### src/rtl/mrcm_pkg.sv
// shared constants and types for the matrix row/column mean and matrix-vector block
package mrcm_pkg;

   localparam int MAX_COLS = 16;
   localparam int MAX_ROWS = 256;

   localparam int ELEM_W     = 16;
   localparam int PROD_W     = 2 * ELEM_W;
   localparam int ROW_SUM_W  = 22;
   localparam int COL_SUM_W  = 24;
   localparam int DOT_W      = 37;
   localparam int ROW_CNT_W  = 9;
   localparam int COL_CNT_W  = 5;
   localparam int COL_W      = $clog2(MAX_COLS);
   localparam int ROW_W      = 8;
   localparam int IDX_W      = 8;
   localparam int DIV_W      = ROW_CNT_W;
   localparam int DIV_STEP_W = $clog2(COL_SUM_W);
   localparam int CSR_IDX_W  = 2;
   localparam int CSR_DATA_W = ROW_CNT_W;
   localparam int FIFO_DEPTH = 4;
   localparam int FIFO_PTR_W = $clog2(FIFO_DEPTH);

   localparam logic [CSR_IDX_W-1:0] CSR_ROW_COUNT = 2'd0;
   localparam logic [CSR_IDX_W-1:0] CSR_COL_COUNT = 2'd1;

   localparam logic KIND_ROW = 1'b0;
   localparam logic KIND_COL = 1'b1;

   typedef struct packed {
      logic                        kind;
      logic [IDX_W-1:0]            index;
      logic signed [COL_SUM_W-1:0] sum;
      logic [DIV_W-1:0]            divisor;
      logic signed [DOT_W-1:0]     dot;
      logic                        last;
   } job_type;

endpackage

### src/rtl/matrix_row_col_mean_matvec.sv
// top level: streaming matrix-vector multiply with row and column means
// The block takes one matrix element at a time (accept, then multiply-accumulate in the
// front end) while the queue has room, and takes the next only after that step. At the end
// of each row a row job enters a four-entry queue; after the last element the front end
// holds req_stall high while it moves the column sums into the queue, one per cycle
// whenever the queue has room, and clears them. The back end turns each job into one result
// with a bit-serial divider (pop, 24 quotient bits, output load) and pops the next job only
// after the result is loaded, so the queue absorbs the bursts; with short rows and at the
// column sweep the divider sets the sustained element rate. A configuration write restarts
// the matrix and is meant to be issued only while the block is idle.
module matrix_row_col_mean_matvec import mrcm_pkg::*; (
   input  logic                     clock,
   input  logic                     reset,
   input  logic                     req_valid,
   output logic                     req_stall,
   input  logic signed [ELEM_W-1:0] req_element,
   input  logic signed [ELEM_W-1:0] req_vector_value,
   output logic                     rsp_valid,
   input  logic                     rsp_stall,
   output logic                     rsp_result_kind,
   output logic [IDX_W-1:0]         rsp_result_index,
   output logic signed [ELEM_W-1:0] rsp_mean_value,
   output logic signed [DOT_W-1:0]  rsp_dot_product,
   output logic                     rsp_last,
   input  logic                     csr_wr_en,
   input  logic [CSR_IDX_W-1:0]     csr_index,
   input  logic [CSR_DATA_W-1:0]    csr_wdata
);

   logic    push;
   job_type push_job;
   logic    fifo_full;
   logic    pop;
   job_type pop_job;
   logic    fifo_empty;

   mrcm_front u_front (
      .clock            (clock),
      .reset            (reset),
      .req_valid        (req_valid),
      .req_stall        (req_stall),
      .req_element      (req_element),
      .req_vector_value (req_vector_value),
      .csr_wr_en        (csr_wr_en),
      .csr_index        (csr_index),
      .csr_wdata        (csr_wdata),
      .push             (push),
      .push_job         (push_job),
      .fifo_full        (fifo_full)
   );

   mrcm_fifo u_fifo (
      .clock    (clock),
      .reset    (reset),
      .push     (push),
      .push_job (push_job),
      .full     (fifo_full),
      .pop      (pop),
      .pop_job  (pop_job),
      .empty    (fifo_empty)
   );

   mrcm_back u_back (
      .clock            (clock),
      .reset            (reset),
      .pop_job          (pop_job),
      .fifo_empty       (fifo_empty),
      .pop              (pop),
      .rsp_valid        (rsp_valid),
      .rsp_stall        (rsp_stall),
      .rsp_result_kind  (rsp_result_kind),
      .rsp_result_index (rsp_result_index),
      .rsp_mean_value   (rsp_mean_value),
      .rsp_dot_product  (rsp_dot_product),
      .rsp_last         (rsp_last)
   );

endmodule

### src/rtl/mrcm_fifo.sv
// small job queue between the element front end and the divider back end
module mrcm_fifo import mrcm_pkg::*; (
   input  logic    clock,
   input  logic    reset,
   input  logic    push,
   input  job_type push_job,
   output logic    full,
   input  logic    pop,
   output job_type pop_job,
   output logic    empty
);

   job_type                 entries_ff [FIFO_DEPTH];
   logic [FIFO_PTR_W-1:0]   wr_ptr_ff;
   logic [FIFO_PTR_W-1:0]   rd_ptr_ff;
   logic [FIFO_PTR_W:0]     count_ff;
   logic [FIFO_PTR_W:0]     count_in;

   assign full    = (count_ff == (FIFO_PTR_W+1)'(FIFO_DEPTH));
   assign empty   = (count_ff == '0);
   assign pop_job = entries_ff[rd_ptr_ff];

   always_comb begin
      count_in = count_ff;
      if (push && !pop) begin
         count_in = count_ff + (FIFO_PTR_W+1)'(1);
      end else if (pop && !push) begin
         count_in = count_ff - (FIFO_PTR_W+1)'(1);
      end
   end

   always_ff @(posedge clock) begin
      if (reset) begin
         wr_ptr_ff <= '0;
         rd_ptr_ff <= '0;
         count_ff  <= '0;
      end else begin
         count_ff <= count_in;
         if (push) begin
            wr_ptr_ff <= wr_ptr_ff + FIFO_PTR_W'(1);
         end
         if (pop) begin
            rd_ptr_ff <= rd_ptr_ff + FIFO_PTR_W'(1);
         end
      end
   end

   always_ff @(posedge clock) begin
      if (push) begin
         entries_ff[wr_ptr_ff] <= push_job;
      end
   end

endmodule

### src/rtl/mrcm_front.sv
// front end: configuration, element accept, multiply-accumulate and column sweep
module mrcm_front import mrcm_pkg::*; (
   input  logic                     clock,
   input  logic                     reset,
   input  logic                     req_valid,
   output logic                     req_stall,
   input  logic signed [ELEM_W-1:0] req_element,
   input  logic signed [ELEM_W-1:0] req_vector_value,
   input  logic                     csr_wr_en,
   input  logic [CSR_IDX_W-1:0]     csr_index,
   input  logic [CSR_DATA_W-1:0]    csr_wdata,
   output logic                     push,
   output job_type                  push_job,
   input  logic                     fifo_full
);

   typedef enum logic [2:0] {
      F_IDLE  = 3'b001,
      F_ACC   = 3'b010,
      F_SWEEP = 3'b100
   } front_state_type;

   front_state_type             state_ff;
   logic [ROW_CNT_W-1:0]        row_count_ff;
   logic [COL_CNT_W-1:0]        col_count_ff;
   logic [ROW_CNT_W-1:0]        rows_eff;
   logic [COL_CNT_W-1:0]        cols_eff;
   logic [COL_W-1:0]            col_pos_ff;
   logic [ROW_W-1:0]            row_pos_ff;
   logic [COL_W-1:0]            sweep_ff;
   logic signed [ROW_SUM_W-1:0] row_sum_ff;
   logic signed [DOT_W-1:0]     dot_ff;
   logic signed [COL_SUM_W-1:0] col_sums_ff [MAX_COLS];

   logic signed [ELEM_W-1:0]    elem_ff;
   logic signed [PROD_W-1:0]    prod_ff;
   logic [COL_W-1:0]            col_ff;
   logic [ROW_W-1:0]            row_idx_ff;
   logic                        row_end_ff;
   logic                        mat_end_ff;

   logic                        accept;
   logic                        restart;
   logic                        row_end;
   logic                        mat_end;
   logic                        sweep_last;
   logic [COL_W-1:0]            rd_idx;
   logic signed [COL_SUM_W-1:0] col_rd;
   logic signed [ROW_SUM_W-1:0] row_sum_in;
   logic signed [DOT_W-1:0]     dot_in;
   logic signed [COL_SUM_W-1:0] col_sum_in;

   always_comb begin
      if (row_count_ff == '0) begin
         rows_eff = ROW_CNT_W'(1);
      end else if (row_count_ff > ROW_CNT_W'(MAX_ROWS)) begin
         rows_eff = ROW_CNT_W'(MAX_ROWS);
      end else begin
         rows_eff = row_count_ff;
      end
      if (col_count_ff == '0) begin
         cols_eff = COL_CNT_W'(1);
      end else if (col_count_ff > COL_CNT_W'(MAX_COLS)) begin
         cols_eff = COL_CNT_W'(MAX_COLS);
      end else begin
         cols_eff = col_count_ff;
      end
   end

   assign req_stall  = (state_ff != F_IDLE) || fifo_full;
   assign accept     = req_valid && !req_stall;
   assign restart    = csr_wr_en && ((csr_index == CSR_ROW_COUNT) ||
                                     (csr_index == CSR_COL_COUNT));
   assign row_end    = (COL_CNT_W'(col_pos_ff) == cols_eff - COL_CNT_W'(1));
   assign mat_end    = row_end && (ROW_CNT_W'(row_pos_ff) == rows_eff - ROW_CNT_W'(1));
   assign sweep_last = (COL_CNT_W'(sweep_ff) == cols_eff - COL_CNT_W'(1));

   assign rd_idx     = (state_ff == F_SWEEP) ? sweep_ff : col_ff;
   assign col_rd     = col_sums_ff[rd_idx];
   assign row_sum_in = row_sum_ff + {{(ROW_SUM_W-ELEM_W){elem_ff[ELEM_W-1]}}, elem_ff};
   assign dot_in     = dot_ff + {{(DOT_W-PROD_W){prod_ff[PROD_W-1]}}, prod_ff};
   assign col_sum_in = col_rd + {{(COL_SUM_W-ELEM_W){elem_ff[ELEM_W-1]}}, elem_ff};

   always_comb begin
      push     = 1'b0;
      push_job = '0;
      if ((state_ff == F_ACC) && row_end_ff) begin
         push             = 1'b1;
         push_job.kind    = KIND_ROW;
         push_job.index   = row_idx_ff;
         push_job.sum     = {{(COL_SUM_W-ROW_SUM_W){row_sum_in[ROW_SUM_W-1]}}, row_sum_in};
         push_job.divisor = DIV_W'(cols_eff);
         push_job.dot     = dot_in;
         push_job.last    = 1'b0;
      end else if ((state_ff == F_SWEEP) && !fifo_full) begin
         push             = 1'b1;
         push_job.kind    = KIND_COL;
         push_job.index   = IDX_W'(sweep_ff);
         push_job.sum     = col_rd;
         push_job.divisor = rows_eff;
         push_job.dot     = '0;
         push_job.last    = sweep_last;
      end
   end

   // transaction payload for the accumulate cycle
   always_ff @(posedge clock) begin
      if (accept) begin
         elem_ff    <= req_element;
         prod_ff    <= req_element * req_vector_value;
         col_ff     <= col_pos_ff;
         row_idx_ff <= row_pos_ff;
         row_end_ff <= row_end;
         mat_end_ff <= mat_end;
      end
   end

   always_ff @(posedge clock) begin
      if (reset) begin
         state_ff     <= F_IDLE;
         row_count_ff <= ROW_CNT_W'(1);
         col_count_ff <= COL_CNT_W'(1);
         col_pos_ff   <= '0;
         row_pos_ff   <= '0;
         sweep_ff     <= '0;
         row_sum_ff   <= '0;
         dot_ff       <= '0;
         for (int i = 0; i < MAX_COLS; i++) begin
            col_sums_ff[i] <= '0;
         end
      end else if (restart) begin
         if (csr_index == CSR_ROW_COUNT) begin
            row_count_ff <= csr_wdata;
         end else begin
            col_count_ff <= csr_wdata[COL_CNT_W-1:0];
         end
         state_ff   <= F_IDLE;
         col_pos_ff <= '0;
         row_pos_ff <= '0;
         sweep_ff   <= '0;
         row_sum_ff <= '0;
         dot_ff     <= '0;
         for (int i = 0; i < MAX_COLS; i++) begin
            col_sums_ff[i] <= '0;
         end
      end else begin
         case (state_ff)
            F_IDLE: begin
               if (accept) begin
                  state_ff <= F_ACC;
                  if (row_end) begin
                     col_pos_ff <= '0;
                     row_pos_ff <= mat_end ? '0 : row_pos_ff + ROW_W'(1);
                  end else begin
                     col_pos_ff <= col_pos_ff + COL_W'(1);
                  end
               end
            end
            F_ACC: begin
               col_sums_ff[col_ff] <= col_sum_in;
               if (row_end_ff) begin
                  row_sum_ff <= '0;
                  dot_ff     <= '0;
               end else begin
                  row_sum_ff <= row_sum_in;
                  dot_ff     <= dot_in;
               end
               sweep_ff <= '0;
               state_ff <= mat_end_ff ? F_SWEEP : F_IDLE;
            end
            F_SWEEP: begin
               if (!fifo_full) begin
                  col_sums_ff[sweep_ff] <= '0;
                  sweep_ff              <= sweep_ff + COL_W'(1);
                  if (sweep_last) begin
                     state_ff <= F_IDLE;
                  end
               end
            end
            default: begin
               state_ff <= F_IDLE;
            end
         endcase
      end
   end

endmodule

### src/rtl/mrcm_back.sv
// back end: bit-serial mean divider and result output register
module mrcm_back import mrcm_pkg::*; (
   input  logic                        clock,
   input  logic                        reset,
   input  job_type                     pop_job,
   input  logic                        fifo_empty,
   output logic                        pop,
   output logic                        rsp_valid,
   input  logic                        rsp_stall,
   output logic                        rsp_result_kind,
   output logic [IDX_W-1:0]            rsp_result_index,
   output logic signed [ELEM_W-1:0]    rsp_mean_value,
   output logic signed [DOT_W-1:0]     rsp_dot_product,
   output logic                        rsp_last
);

   typedef enum logic [2:0] {
      B_IDLE = 3'b001,
      B_DIV  = 3'b010,
      B_DONE = 3'b100
   } back_state_type;

   back_state_type              state_ff;
   job_type                     job_ff;
   logic                        neg_ff;
   logic [COL_SUM_W-1:0]        quo_ff;
   logic [DIV_W-1:0]            rem_ff;
   logic [DIV_STEP_W-1:0]       step_ff;

   logic                        rsp_valid_ff;
   logic                        kind_ff;
   logic [IDX_W-1:0]            index_ff;
   logic signed [ELEM_W-1:0]    mean_ff;
   logic signed [DOT_W-1:0]     dot_ff;
   logic                        last_ff;

   logic [DIV_W:0]              rem_sh;
   logic [DIV_W:0]              rem_diff;
   logic                        q_bit;
   logic [COL_SUM_W-1:0]        mag;
   logic [COL_SUM_W-1:0]        q_signed;
   logic                        out_free;
   logic                        load_out;

   assign pop      = (state_ff == B_IDLE) && !fifo_empty;
   assign mag      = pop_job.sum[COL_SUM_W-1] ? (~pop_job.sum + COL_SUM_W'(1))
                                              : pop_job.sum;
   assign rem_sh   = {rem_ff, quo_ff[COL_SUM_W-1]};
   assign rem_diff = rem_sh - {1'b0, job_ff.divisor};
   assign q_bit    = (rem_sh >= {1'b0, job_ff.divisor});
   assign q_signed = neg_ff ? (~quo_ff + COL_SUM_W'(1)) : quo_ff;
   assign out_free = !rsp_valid_ff || !rsp_stall;
   assign load_out = (state_ff == B_DONE) && out_free;

   always_ff @(posedge clock) begin
      if (reset) begin
         state_ff <= B_IDLE;
         step_ff  <= '0;
      end else begin
         case (state_ff)
            B_IDLE: begin
               if (pop) begin
                  step_ff  <= '0;
                  state_ff <= B_DIV;
               end
            end
            B_DIV: begin
               step_ff <= step_ff + DIV_STEP_W'(1);
               if (step_ff == DIV_STEP_W'(COL_SUM_W - 1)) begin
                  state_ff <= B_DONE;
               end
            end
            B_DONE: begin
               if (out_free) begin
                  state_ff <= B_IDLE;
               end
            end
            default: begin
               state_ff <= B_IDLE;
            end
         endcase
      end
   end

   // restoring division on the magnitude, one quotient bit per cycle
   always_ff @(posedge clock) begin
      if (pop) begin
         job_ff <= pop_job;
         neg_ff <= pop_job.sum[COL_SUM_W-1];
         quo_ff <= mag;
         rem_ff <= '0;
      end else if (state_ff == B_DIV) begin
         rem_ff <= q_bit ? rem_diff[DIV_W-1:0] : rem_sh[DIV_W-1:0];
         quo_ff <= {quo_ff[COL_SUM_W-2:0], q_bit};
      end
   end

   always_ff @(posedge clock) begin
      if (reset) begin
         rsp_valid_ff <= 1'b0;
      end else if (load_out) begin
         rsp_valid_ff <= 1'b1;
      end else if (!rsp_stall) begin
         rsp_valid_ff <= 1'b0;
      end
   end

   always_ff @(posedge clock) begin
      if (load_out) begin
         kind_ff  <= job_ff.kind;
         index_ff <= job_ff.index;
         mean_ff  <= q_signed[ELEM_W-1:0];
         dot_ff   <= job_ff.dot;
         last_ff  <= job_ff.last;
      end
   end

   assign rsp_valid        = rsp_valid_ff;
   assign rsp_result_kind  = kind_ff;
   assign rsp_result_index = index_ff;
   assign rsp_mean_value   = mean_ff;
   assign rsp_dot_product  = dot_ff;
   assign rsp_last         = last_ff;

endmodule

### config.mk
export PLATFORM = sky130hd
export DESIGN_NAME = matrix_row_col_mean_matvec
export DESIGN_NICKNAME = d
export VERILOG_FILES = /design/src/rtl/mrcm_pkg.sv /design/src/rtl/matrix_row_col_mean_matvec.sv /design/src/rtl/mrcm_fifo.sv /design/src/rtl/mrcm_front.sv /design/src/rtl/mrcm_back.sv
export SDC_FILE = /design/constraint.sdc
export NUM_CORES = 2
export LEC_CHECK = 0
export ABC_CLOCK_PERIOD_IN_PS = 6200
export BUFFER_PORTS_ARGS = -buffer_cell sky130_fd_sc_hd__buf_2
export CORE_MARGIN = 2
export CORE_UTILIZATION = 30
export DETAILED_ROUTE_END_ITERATION = 16
export PLACE_DENSITY = 0.56
export SLEW_MARGIN = 20
export SYNTH_ARGS = -nofsm -noshare
export SYNTH_HDL_FRONTEND = slang
export SYNTH_SLANG_ARGS = --single-unit
### constraint.sdc
create_clock -name clock -period 6.2 [get_ports clock]
set_input_delay 0.62 -clock clock [delete_from_list [all_inputs] [get_ports clock]]
set_output_delay 0.62 -clock clock [all_outputs]
set_load 0.005 [all_outputs]
==> flow_summary.toml <==
[status]
status = "complete, no violations"

[cts]
htree_num_levels = 3
path_clk_slew_ns = 0.06
postCtsSetupRepairBufs = 0
cts_tree = "yes"
clock-sinks = 1029
clk-insertion-delay-late_ns = 0.72
ctsLongestPathBuffers = 3
cts_resized = 0
cts_made_buffers = 106
root_buffer = "clkbuf_16"
hold_buffers = 0

[power_and_ir_drop]
ir_worst_vdd_uv = 601.6
clkPwrFrac_pct = 19.5
p_int_w = 0.01935
swShare_pct = 39.43
switching_power_w = 0.01260
pwr-share-seq_pct = 29.3
combPwrFrac_pct = 51.1
leakage_nw = 23.56
power_density_nw_per_um2 = 505.7

[routing]
wirelength_mm = 136.8
vias = 35700
remaining_drc_errors = 0
firstDrtPassIters = 6
ant_nets = 0
via_per_inst = 4.826
drt-wirelength-per-cell_um = 18.49
drtIter0Drc = 2730

[synth]
synth.top_cells.by_area = "edfxtp_1 49%, fa_1 9.6%, dfxtp_1 4.3%"
synth_ff_type = "edfxtp_1"
synth_cell_type_count = 89
synth_simple_gate_area_share_pct = 12.59
syn_inst = 4671
synthMuxAreaShare_pct = 3.917
synth_top_area_share_pct = 49.25
ys_seq_area_share_pct = 53.55
synth_fa_ha_area_share_pct = 13.78
avgSynthCellArea_um2 = 11.88
synth_nets = 5170
ys_warn_count = 0
synth_area_leader_cell = "edfxtp_1"
mappedNetlistArea_um2 = 55480
synth_compound_area_share_pct = 9.160
synth-seq-cells = 1029
synth_top_family_by_area = "adder cells"
synth_edf_count = 910
async_reset_ff_share_pct = 0
synthXorXnorAreaFrac_pct = 2.893

[critical_path]
cp.arrival_ns = 6.11
worstSetupStartpoint = "req_vector_value[2]"
required_ns = 6.66
crit_slowest_cell = "fa_1"
cp-start-kind = "input port"
cp-endpoint = "u_front.prod_ff[30]"
r2r_start = "u_front.state_ff[1]"
cpPeakStageDelay_ns = 0.53
crit_chain = "buf_2, nand2_1, fa_1, fa_1, fa_1, inv_1, fa_1, fa_1, inv_1, fa_1, inv_1, ha_1, a21oi_1, o21ai_0, a31oi_1, o21ai_0, o21ai_0, buf_4, o211ai_1, a41o_1, a21oi_1, xnor2_1"
worst_r2r_endpoint = "u_front.col_sums_ff[1][23]"
endpoint_kind = "flop"
cpLargestDelayFamily = "adder cells"
r2r_cells = 19
rrSetupSlack_ns = 0.72
critical_path_class = "in2reg"
worst-path-stages = 22
crit_buf_inv = 5
path_max_fanout = 11
path_common_cell = "fa_1"

[finish]
layout_commonest_cell = "edfxtp_1"
nets = 5341
syn_to_final_growth_pct = 13.87
layout_common_cells = "910 x edfxtp_1, 534 x nor2_1, 506 x nand2_1"
utilization_pct = 34.43
layout-drive-gt1-share_pct = 12.15
fill_cells = 18190

[floorplanning]
start_util_pct = 30.24
die_w_um = 434.0
dieArea_um2 = 188400
core_um2 = 183500
chipHeight_um = 434.0
rows = 157
io_pins = 113

[sta]
tightest_slew_ns = 1.133
fmax_ghz = 0.1769
relSlewSlack_pct = 23.64
finalMaxSlewViolations = 0
layout_min_cycle_time_ns = 5.654
holdWs_ns = 0.1852
worst_clock_skew_ns = 0.05383
setup_viol = 0
rsz0062_at_grt = "false"
fin_crit_sh_pct = 91.20
finalHoldViolCount = 0

[min_path]
hold_start = "csr_wdata[8]"
hold_path_class = "in2reg"

[global_route]
grt_pass1_wl_mm = 213.0
antenna_found_initial = 5
grt_overflow = 0
grtUsageTotal_pct = 14.45
grt_max_degree = 68
grt_pass1_vias = 36140

[place]
io_buffer_count = 112
place_hpwl_mm = 95.32
gp_congestion = 0.8517

[job]
maxCapViolations = 0
[cell usage after synthesis (79+ instances only)]
cell,n
o21ai_0,146
a21oi_1,168
dfxtp_1,119
ha_1,184
nor2_1,536
and2_1,223
clkbuf_1,185
edfxtp_1,910
nand2_1,511
fa_1,267
mux4_2,79
a211oi_1,126
xnor2_1,118
inv_1,346
[logic make-up (layout without fill, tap and decap cells)]
kind of cell,count (synthesis),after routing
buffers and inverters,586,847
and+or+nand+nor,1542,1542
adders and majority gates,451,451
xor gates and xnor gates,179,179
DFF,1029,1029
AOI/OAI and AO/OA,767,767
muxes,117,117
other,0,2
[registers in the layout, indices dropped and copies added, names as in the netlist, 22 cells and up, named ones only]
name and flops:
u_back.quo_ff 24, u_front.dot_ff 37, u_back.job_ff 56, u_front.prod_ff 32, u_front.row_sum_ff 22, u_front.col_sums_ff 384, u_fifo.entries_ff 320, u_back.rsp_dot_product 37
[power groups by stage]
stage	registers (W)	logic, W	clock network [W]
after global placement	0.00951	0.0163	0
after global routing	0.00943	0.0184	0.00666
after detailed placement	0.00951	0.0165	0
after floorplan	0.00927	0.0114	0
after CTS	0.00937	0.0166	0.00639
final	0.00936	0.0163	0.00625
[worst min-delay path by stage]
stage,endpoint,cells after the start
detailed placement,u_back.rsp_dot_product[25],0
CTS,u_front.row_count_ff[8],3
global placement,u_back.rsp_dot_product[26],0
finish,u_front.row_count_ff[8],3
global route,u_front.row_count_ff[0],2
floorplan,u_back.rsp_dot_product[0],0
[routing by layer]
metal	up-vias	track usage (%)	share of wire [%]
li1	16780	-	-
met1	17970	20.58	47
met2	796	23.21	46
met3	160	1.818	4.9
met4	2	3.763	2.0
met5	-	0	0.0066
[worst register-to-register path, delay by kind of cell (launching register included)]
family / cells / cell delay (ns)
AND/OR/NAND/NOR: 4 / 0.95
flip-flops: 1 / 0.35
XOR/XNOR: 1 / 0.22
multiplexers: 1 / 0.54
adder cells (fa/ha/maj): 1 / 0.26
AO/OA/AOI/OAI: 9 / 2.04
buffers and inverters: 3 / 0.84
[area by class of cell]
cell class / count / area [um2] / area share, %
Timing Repair Buffer: 300 / 2059 / 3.260
Clock buffer: 141 / 2865 / 4.535
Antenna cell: 2 / 5.005 / 0.007922
Sequential cell: 1029 / 29720 / 47.04
Tap cell: 2464 / 3083 / 4.880
Clock inverter: 57 / 535.5 / 0.8476
Inverter: 349 / 1310 / 2.074
Multi-Input combinational cell: 3056 / 23600 / 37.36
[per-stage QoR]
stage	TNS, ns	instance area, um2	power [W]	setup slack [ns]	cells
2_1_floorplan	0	55480	0.02063	0.02188	4671
3_5_place_dp	-1.094	59770	0.02598	-0.2227	7198
6_report	0	63180	0.03195	0.5459	7398
4_1_cts	0	63170	0.03231	0.5490	7396
5_1_grt	0	63180	0.03454	0.1811	7398
3_3_place_gp	-0.6536	59760	0.02576	-0.1605	7198
Note: power is estimated with default switching activity, not from simulation.
